### config.mk
export PLATFORM = sky130hd
export DESIGN_NAME = ppt_cell
export DESIGN_NICKNAME = d
export VERILOG_FILES = /design/src/rtl/ppt_pkg.sv /design/src/rtl/ppt_cell.sv
export SDC_FILE = /design/constraint.sdc
export NUM_CORES = 1
export LEC_CHECK = 0
export BUFFER_PORTS_ARGS = -buffer_cell sky130_fd_sc_hd__buf_2
export CAP_MARGIN = 5
export CORE_UTILIZATION = 57
export CTS_CLUSTER_DIAMETER = 150
export CTS_CLUSTER_SIZE = 8
export DETAILED_ROUTE_END_ITERATION = 16
export HOLD_SLACK_MARGIN = 0.06
export PLACE_DENSITY_LB_ADDON = 0.1
export SLEW_MARGIN = 5
export SYNTH_ARGS = -nofsm -noshare
export SYNTH_HDL_FRONTEND = slang
export SYNTH_SLANG_ARGS = --single-unit
export TNS_END_PERCENT = 50
### constraint.sdc
create_clock -name i_clk -period 7.44 [get_ports i_clk]
set_input_delay 1.86 -clock i_clk [delete_from_list [all_inputs] [get_ports i_clk]]
set_output_delay 1.86 -clock i_clk [all_outputs]
set_load 0.05 [all_outputs]
### src/rtl/ppt_pkg.sv
// Shared constants, codes and types of the promotable priority table.
package ppt_pkg;

    localparam int CAPACITY      = 16;
    localparam int PAYLOAD_BITS  = 32;
    localparam int ID_BITS       = 16;
    localparam int PRIORITY_BITS = 16;
    localparam int IDX_W         = (CAPACITY > 1) ? $clog2(CAPACITY) : 1;
    localparam int CNT_W         = ID_BITS + 1;

    typedef logic [2:0]               t_op;
    typedef logic [1:0]               t_status;
    typedef logic [ID_BITS-1:0]       t_id;
    typedef logic [PRIORITY_BITS-1:0] t_prio;
    typedef logic [PAYLOAD_BITS-1:0]  t_payload;
    typedef logic [IDX_W-1:0]         t_idx;
    typedef logic [CNT_W-1:0]         t_cnt;

    localparam t_op OP_ADD     = 3'd0;
    localparam t_op OP_PROMOTE = 3'd1;
    localparam t_op OP_POP     = 3'd2;
    localparam t_op OP_PEEK    = 3'd3;
    localparam t_op OP_LOOKUP  = 3'd4;

    localparam t_status ST_OK      = 2'd0;
    localparam t_status ST_UNKNOWN = 2'd1;
    localparam t_status ST_EMPTY   = 2'd2;
    localparam t_status ST_FULL    = 2'd3;

    // Token that walks down the row of cells, one cell per cycle.
    typedef struct packed {
        logic     vld;
        t_op      op;
        t_id      key;
        t_id      new_id;
        t_payload payload;
        logic     add_en;
        logic     placed;
        logic     hit;
        t_idx     best_idx;
        t_id      r_id;
        t_prio    r_prio;
        t_payload r_pay;
    } t_tok;

    // Broadcast from the controller to every cell.
    typedef struct packed {
        logic clr;
        t_idx clr_idx;
    } t_ctl;

endpackage

### src/rtl/ppt_cell.sv
// One table slot: holds an entry and updates the token passing through it.
module ppt_cell (
    input  logic           i_clk,
    input  logic           i_rst_n,
    input  ppt_pkg::t_idx  i_slot,
    input  ppt_pkg::t_tok  i_tok,
    input  ppt_pkg::t_ctl  i_ctl,
    output ppt_pkg::t_tok  o_tok
);
    import ppt_pkg::*;

    logic     r_valid;
    t_id      r_id;
    t_prio    r_prio;
    t_payload r_pay;
    t_tok     r_tok;

    logic     n_valid;
    t_id      n_id;
    t_prio    n_prio;
    t_payload n_pay;
    t_tok     n_tok;

    logic     w_match;
    logic     w_better;

    assign w_match  = r_valid && (r_id == i_tok.key);
    assign w_better = r_valid && (!i_tok.hit || (r_prio > i_tok.r_prio) ||
                      ((r_prio == i_tok.r_prio) && (r_id > i_tok.r_id)));

    always_comb begin
        n_valid = r_valid;
        n_id    = r_id;
        n_prio  = r_prio;
        n_pay   = r_pay;
        n_tok   = i_tok;
        if (i_tok.vld) begin
            case (i_tok.op)
                OP_ADD: begin
                    // The first free slot along the row takes the new entry.
                    if (i_tok.add_en && !i_tok.placed && !r_valid) begin
                        n_valid      = 1'b1;
                        n_id         = i_tok.new_id;
                        n_prio       = '0;
                        n_pay        = i_tok.payload;
                        n_tok.placed = 1'b1;
                        n_tok.hit    = 1'b1;
                        n_tok.r_id   = i_tok.new_id;
                        n_tok.r_prio = '0;
                        n_tok.r_pay  = i_tok.payload;
                    end
                end
                OP_PROMOTE: begin
                    if (w_match) begin
                        if (!(&r_prio)) begin
                            n_prio = r_prio + 1'b1;
                        end
                        n_tok.hit    = 1'b1;
                        n_tok.r_id   = r_id;
                        n_tok.r_prio = n_prio;
                        n_tok.r_pay  = r_pay;
                    end
                end
                OP_LOOKUP: begin
                    if (w_match) begin
                        n_tok.hit    = 1'b1;
                        n_tok.r_id   = r_id;
                        n_tok.r_prio = r_prio;
                        n_tok.r_pay  = r_pay;
                    end
                end
                OP_POP, OP_PEEK: begin
                    if (w_better) begin
                        n_tok.hit      = 1'b1;
                        n_tok.best_idx = i_slot;
                        n_tok.r_id     = r_id;
                        n_tok.r_prio   = r_prio;
                        n_tok.r_pay    = r_pay;
                    end
                end
                default: begin
                end
            endcase
        end
        if (i_ctl.clr && (i_ctl.clr_idx == i_slot)) begin
            n_valid = 1'b0;
        end
    end

    always_ff @(posedge i_clk) begin
        if (!i_rst_n) begin
            r_valid   <= 1'b0;
            r_tok.vld <= 1'b0;
        end else begin
            r_valid   <= n_valid;
            r_tok.vld <= n_tok.vld;
        end
        r_id   <= n_id;
        r_prio <= n_prio;
        r_pay  <= n_pay;
        r_tok.op       <= n_tok.op;
        r_tok.key      <= n_tok.key;
        r_tok.new_id   <= n_tok.new_id;
        r_tok.payload  <= n_tok.payload;
        r_tok.add_en   <= n_tok.add_en;
        r_tok.placed   <= n_tok.placed;
        r_tok.hit      <= n_tok.hit;
        r_tok.best_idx <= n_tok.best_idx;
        r_tok.r_id     <= n_tok.r_id;
        r_tok.r_prio   <= n_tok.r_prio;
        r_tok.r_pay    <= n_tok.r_pay;
    end

    assign o_tok = r_tok;

endmodule

---- Word-level counts from Yosys, hierarchy flattened ----
Index checks and enable logic that the tools add are counted.
operators by class
  bitwise logic cells ..................... 1
  magnitude comparators ................... 2
  reductions and logical operators ........ 19
  mux-type cells .......................... 15
  add/subtract/negate cells ............... 1
  eq/ne operators ......................... 9
operators with widths
  cell                                                  number
  one-hot mux 64 bit (4 select lines)                   1
  2-to-1 mux 64 bit                                     3
  2-to-1 mux 70 bit                                     1
  2-to-1 mux 69 bit                                     1
  2-to-1 mux 16 bit                                     3
  equality test 16 bit                                  2
  > comparator 16 bit                                   2
  one-hot mux 16 bit (2 select lines)                   1
  adder 16 x 1 -> 16 bit (second input constant)        1
  AND reduction 16 bit                                  1
  equality test 3 x 2 -> 1 bit (second input constant)  2
  logical AND 1 bit                                     6
  OR reduction 2 bit                                    3
  equality test 4 bit                                   1
  2-to-1 mux 4 bit                                      1
  != test 2 bit (second input constant)                 2
  AND reduction 4 bit                                   1
  equality test 3 x 1 -> 1 bit (second input constant)  1
  equality test 3 bit (second input constant)           1
  zero test 1 bit                                       3
  zero test 3 bit                                       1
  one-hot mux 1 bit (3 select lines)                    1
  AND reduction 3 bit                                   1
  logical OR 1 bit                                      2
  4 further kinds                                       5
storage, ports and cells
  register bits after elaboration ......... 204
  input bits .............................. 150
  logic and storage cells ................. 63

---- Depth between registers and ports, before layout ----
Gate-level depths: netlist of the first run.
  depth after elaboration ................. 7
  gate-level depth with buffers ........... 11
  depth with buffers taken out ............ 9

---- Worst setup path after synthesis of the first run ----
Ideal clock, no wire load.
  path kind ............................... input to register
  from .................................... input i_tok[129] (netlist bit)
  to ...................................... register r_prio[0] (enable)
  data required time ...................... 7.029 ns
  setup time .............................. 0.411 ns
  cell stages on the path ................. 6
  data arrival time ....................... 4.179 ns
  slack ................................... 2.850 ns
  cells stage by stage .................... xor2_1 > nor4b_1 > nor4b_4 > buf_2 > nand2_1 > o21ai_0
between the ends
  cells in the longest elaborated chain, start to end .. 4
ends and longest elaborated chain
  what                                  line            text
  start, declared                       ppt_cell.sv:6   input ppt_pkg::t_tok i_tok,
  equality test 16 bit                  ppt_cell.sv:27  assign w_match = r_valid && (r_id == i_tok.key);
  logical AND 1 bit                     ppt_cell.sv:27
  != test 2 bit (no source line)        n/a
  AND reduction 4 bit (no source line)  n/a
  end signal, assigned                  ppt_cell.sv:99  r_prio <= n_prio;
  end, declared                         ppt_cell.sv:14  t_prio r_prio;
No other way between the ends.
A chain may end at the register's enable or synchronous reset.

==> impl_metrics.csv, run 1 <==
group,metric,value,unit
finish,drive_above_1_share,27.0,%
power,ir_drop,0.000249,V
drt,drc,0,
hold_path,holdCritStartpoint,"r_pay[26]",
sta,setup_viol,0,
drt,wl_per_cell,19.9,um
clocking,cts.repair.resized,0,
clocking,path_clk_slew,0.05,ns
drt,vias,9769,
place,io_buffers,288,
place,dpl.cell_count,1508,
sta,fmax,222,MHz
global_routing,grt_pass1_wl,48.3,mm
sta,fin_worst_skew,0.0189,ns
worst_setup_path,r2r_cells,9,
clocking,post-cts-setup-buffers,0,
global_routing,grt_antenna_before_repair,2,
drt,met1_length,12.4,mm
sta,worst_pin_slew,1.13,ns
worst_setup_path,start_kind,"primary input",
floorplanning,core_area,0.0174,mm2
sta,fin_setup_tns,0,ns
worst_setup_path,timing.rr.end,"o_tok[6]",
finish,utilization,72.2,%
worst_setup_path,worstSetupPathType,"primary input to register",
synth,synth_edf_count,64,
clocking,clk_path_buf_depth,3,
drt,drt_wl_total,31.1,mm
floorplanning,die_w,136,um
synth,syn-cell-area,0.0102,mm2
place,gp_congestion,0.910,
finish,layout_commonest_cell,"buf_2",
worst_setup_path,cp-end-kind,"register",
sta,slew_viol_final,0,
hold_path,hp-class,"register to register",
job,maxCapViolCount,0,
floorplanning,dieHeight,136,um
finish,final_nets,1497,
sta,period_share,60.5,%
clocking,cts_buffers,29,
place,dpl.hpwl,20.5,mm
synth,ys.flop_type,"dfxtp_1",
sta,hold_viol,0,
worst_setup_path,cp_max_fo,82,
synth,async_flop_share,0,%
worst_setup_path,cp_cell_sequence,"buf_2, inv_1, ha_1, nand4_1, nor4_1, nand2_1, o31a_1, o21ai_4, buf_12, o21ai_0, a2bb2oi_1",
drt,drt_first_iter_violations,911,
hold_path,hold_depth,2,
worst_setup_path,slowest_stage,"nor4_1",
drt,route.met3.wl,2.63,mm
drt,firstDrtPassIters,5,
drt,top_layer_used,"met4",
synth,synth_area_per_cell,9.56,um2
synth,syn_nets,1250,
clocking,cts_tree,"done",
clocking,cts.root.buffer_cell,"clkbuf_16",
floorplanning,dieArea,0.0184,mm2
clocking,clk_latency,0.53,ns
drt,ant_nets,0,
finish,final_cells,1562,
global_routing,grt_overflow,0,
finish,final_cell_mix,"buf_2 (288), dfxtp_1 (140), a21oi_1 (139)",
drt,routed-wl-met2,15.1,mm
power,p_leak,0.00522,uW
global_routing,grt_max_degree,104,
sta,rsz0062_at_grt,"false",
power,powerDensity,239,mW/mm2
global_routing,grt_pass1_vias,9283,
synth,yosysUniqueCellTypes,76,
global_routing,grtUsageTotal,33.3,%
worst_setup_path,slowest_delay,0.66,ns
worst_setup_path,rrSetupSlack,3.80,ns
drt,viasPerCell,6.25,
worst_setup_path,worstPathArrival,4.95,ns
finish,fillerInstances,1345,
worst_setup_path,r2r-start,"r_prio[11]",
clocking,cts_sinks,204,
hold_path,min_to,"o_tok[26]",
synth,ys_ff_latch,204,
worst_setup_path,crit_start,"i_tok[46]",
synth,ys_warn_count,0,
floorplanning,fp-row-count,48,
floorplanning,start_util,58.8,%
clocking,htreeDepth,1,
status,status,"finished, final reports clean",
synth,postSynthCellCount,1067,
sta,layout_min_cycle_time,4.50,ns
floorplanning,ios,289,
sta,hold_slack,0.589,ns
synth,yosysSeqAreaShare,46.3,%
clocking,ctsHoldBuffers,0,
finish,syn_to_final_growth,22.8,%
worst_setup_path,critPathRequiredTime,7.88,ns
sta,slew_headroom,24.4,%
-- worst max-delay path by stage --
stage	depth (start not counted)	slack [ns]	to
after floorplan	6	2.85	r_prio[0]
after global placement	11	2.64	o_tok[41]
after detailed placement	11	2.54	o_tok[6]
after CTS	11	3.08	o_tok[6]
after global routing	11	2.64	o_tok[13]
final	11	2.94	o_tok[6]
-- layout make-up --
type,instances,area (um2),share of cell area (%)
multi-input combinational,740,4970,39.7
sequential,204,4720,37.7
antenna,2,5.00,0.0400
timing repair buffer,303,1570,12.5
clock inverter,1,30.0,0.240
clock buffer,51,808,6.45
inverter,36,135,1.08
tap,225,282,2.25
-- routing by layer --
metal,up-vias,GRT usage [%]
met4,0,14.1
li1,4542,-
met3,73,6.47
met5,-,0
met1,4668,42.2
met2,486,55.0
-- synthesized netlist by cell type, drive strengths merged, types with 3 or more instances --
cell type  instances  area share, %
a211o              3           0.26
a211oi             4           0.29
a21o               9           0.66
a21oi            141            7.0
a221o             10           0.98
a22o               9           0.77
a2bb2oi           50            4.3
a311oi            48            4.1
a31oi              9           0.55
and2               8           0.52
and3               6           0.37
and4               4           0.34
buf               33            2.0
clkbuf            54            2.0
dfxtp            140             27
edfxtp            64             19
ha                33            4.0
inv               36            1.3
mux2               5           0.55
mux2i             34            3.3
nand2             81            3.0
nand2b             4           0.25
nand3             16           0.83
nand4             16            1.0
nor2              41            1.5
nor2b              3           0.18
nor3b              4           0.34
nor4               7           0.64
o21a               7           0.52
o21ai            118            5.9
o2bb2ai            4           0.34
o311ai             3           0.26
o31ai              3           0.27
or4                3           0.29
xnor2             17            1.5
xor2               8           0.69
-- cells by family after synthesis --
logic type	count (synthesis)	share of synthesized area [%]
AND/OR/NAND/NOR	205	10.4
multiplexers	39	3.89
XOR/XNOR	25	2.15
AO/OA/AOI/OAI	438	27.9
buffers and inverters	123	5.30
flip-flops	204	46.3
adder cells (fa/ha/maj)	33	4.05
-- state kept, by name, summed over array words and instances, names as in the netlist --
| register | count |
|---|---|
| r_valid | 1 |
| r_prio | 16 |
| o_tok | 139 |
| r_id | 16 |
| r_pay | 32 |
-- power by group --
part / leakage, uW / switching, uW / internal (uW)
sequential: 0.00176 / 17.6 / 1210
combinational: 0.00306 / 395 / 161
clock: 0.000397 / 456 / 756
-- worst max-delay path, delay by kind of cell --
family / cells / cell delay, ns
compound gates: 4 / 1.15
buf+inv: 3 / 0.55
simple gates: 3 / 1.03
fa+ha+maj: 1 / 0.31
-- stage by stage --
stage / setup WS, ns / area (um2) / total power, uW
after floorplan: 2.85 / 10200 / 1630
after global placement: 2.64 / 11700 / 1790
final: 2.94 / 12500 / 2990
after CTS: 3.08 / 12500 / 3010
after detailed placement: 2.54 / 11700 / 1800
after global routing: 2.64 / 12500 / 3100
Power figures use the tool's default switching activity.
==> run 2: changes to the inputs <==
- CORE_UTILIZATION: 57 -> 48
- clock period: 7.44 -> 4.1 ns (I/O delays scaled with it)
==> impl_metrics.csv, run 2 (synthesis results as in run 1) <==
group,metric,value,unit
power,ir_drop,0.000334,V
clocking,path_clk_slew,0.05,ns
worst_setup_path,timing.rr.end,"o_tok[9]",
worst_setup_path,r2r-start,"r_id[10]",
worst_setup_path,start_kind,"primary input",
floorplanning,dieHeight,148,um
clocking,clk_path_buf_depth,3,
floorplanning,start_util,49.6,%
place,io_buffers,288,
place,dpl.hpwl,22.1,mm
sta,slew_headroom,53.2,%
finish,syn_to_final_growth,25.2,%
drt,drt_wl_total,32.2,mm
sta,worst_pin_slew,0.701,ns
global_routing,grt_pass1_wl,50.0,mm
floorplanning,die_w,148,um
sta,setup_viol,0,
hold_path,holdCritStartpoint,"r_pay[22]",
clocking,cts.root.buffer_cell,"clkbuf_16",
worst_setup_path,worstSetupPathType,"primary input to register",
hold_path,hold_depth,2,
sta,hold_viol,0,
sta,rsz0062_at_grt,"false",
drt,drt_first_iter_violations,800,
status,status,"finished, final reports clean",
floorplanning,dieArea,0.0218,mm2
worst_setup_path,cp_max_fo,34,
floorplanning,ios,289,
finish,layout_commonest_cell,"buf_2",
global_routing,grt_pass1_vias,9255,
sta,period_share,78.7,%
finish,largest_register_ffs,139,
global_routing,grt_overflow,0,
sta,slew_viol_final,0,
hold_path,hp-class,"register to register",
global_routing,grt_antenna_before_repair,6,
worst_setup_path,r2r_cells,9,
worst_setup_path,crit_start,"i_tok[59]",
clocking,cts_buffers,29,
sta,hold_slack,0.587,ns
worst_setup_path,cp-end-kind,"register",
clocking,htreeDepth,1,
power,powerDensity,430,mW/mm2
worst_setup_path,worstPathArrival,3.68,ns
sta,fin_setup_tns,0,ns
global_routing,grt_max_degree,60,
global_routing,grtUsageTotal,29.0,%
clocking,clk_latency,0.54,ns
drt,drc,0,
finish,utilization,62.1,%
clocking,ctsHoldBuffers,0,
floorplanning,fp-row-count,52,
sta,fmax,310,MHz
clocking,cts_sinks,204,
drt,ant_nets,0,
worst_setup_path,critPathRequiredTime,4.55,ns
clocking,cts.repair.resized,0,
worst_setup_path,rrSetupSlack,1.01,ns
sta,fin_worst_skew,0.0124,ns
clocking,cts_tree,"done",
hold_path,min_to,"o_tok[22]",
finish,final_nets,1516,
job,maxCapViolCount,0,
place,gp_congestion,0.949,
power,p_leak,0.00533,uW
drt,wl_per_cell,19.8,um
clocking,post-cts-setup-buffers,0,
floorplanning,core_area,0.0206,mm2
finish,final_cell_mix,"buf_2 (288), dfxtp_1 (140), a21oi_1 (139)",
finish,drive_above_1_share,28.0,%
sta,layout_min_cycle_time,3.23,ns
drt,viasPerCell,6.00,
drt,firstDrtPassIters,7,
drt,vias,9771,
## run 2: worst max path at each step
stage / to / cells after the start
after floorplan: r_prio[0] / 6
after global placement: o_tok[11] / 11
after detailed placement: o_tok[9] / 11
after CTS: o_tok[9] / 11
after global routing: o_tok[17] / 11
final: o_tok[9] / 11
## run 2: critical path: stages
cell,delay (ns)
buf_2,0.10
inv_1,0.06
ha_1,0.32
nand4_1,0.14
or4_4,0.58
o21a_1,0.22
o31a_2,0.15
o21ai_4,0.34
buf_4,0.39
o21ai_0,0.12
a2bb2oi_1,0.22
## run 2: per-layer routing
layer / track usage [%] / vias up / share of wire [%]
met5: 0 / - / 0.14
met4: 11.0 / 6 / 3.3
met3: 6.27 / 86 / 9.2
met2: 46.2 / 526 / 46
met1: 38.5 / 4568 / 41
li1: - / 4585 / -
## run 2: layout make-up
| class | count | area, um2 |
|---|---|---|
| Tap cell | 270 | 338 |
| Multi-Input combinational cell | 740 | 4960 |
| Sequential cell | 204 | 4720 |
| Timing Repair Buffer | 322 | 1760 |
| Antenna cell | 3 | 7.51 |
| Clock buffer | 51 | 808 |
| Fill cell | 1842 | 7780 |
| Clock inverter | 2 | 38.8 |
| Inverter | 36 | 135 |
## run 2: through the flow
stage	power [uW]	setup WS [ns]	cells	area, um2
floorplan	2960	0.345	1067	10200
global placement	3270	0.496	1572	11900
detailed placement	3280	0.353	1572	11900
CTS	5530	0.917	1625	12800
global route	5690	0.700	1626	12800
finish	5500	0.872	1628	12800
## run 2: power by group
| group | internal, uW | switching [uW] | total, uW |
|---|---|---|---|
| combinational | 304 | 717 | 1020 |
| clock | 1380 | 873 | 2250 |
| sequential | 2190 | 33.3 | 2230 |
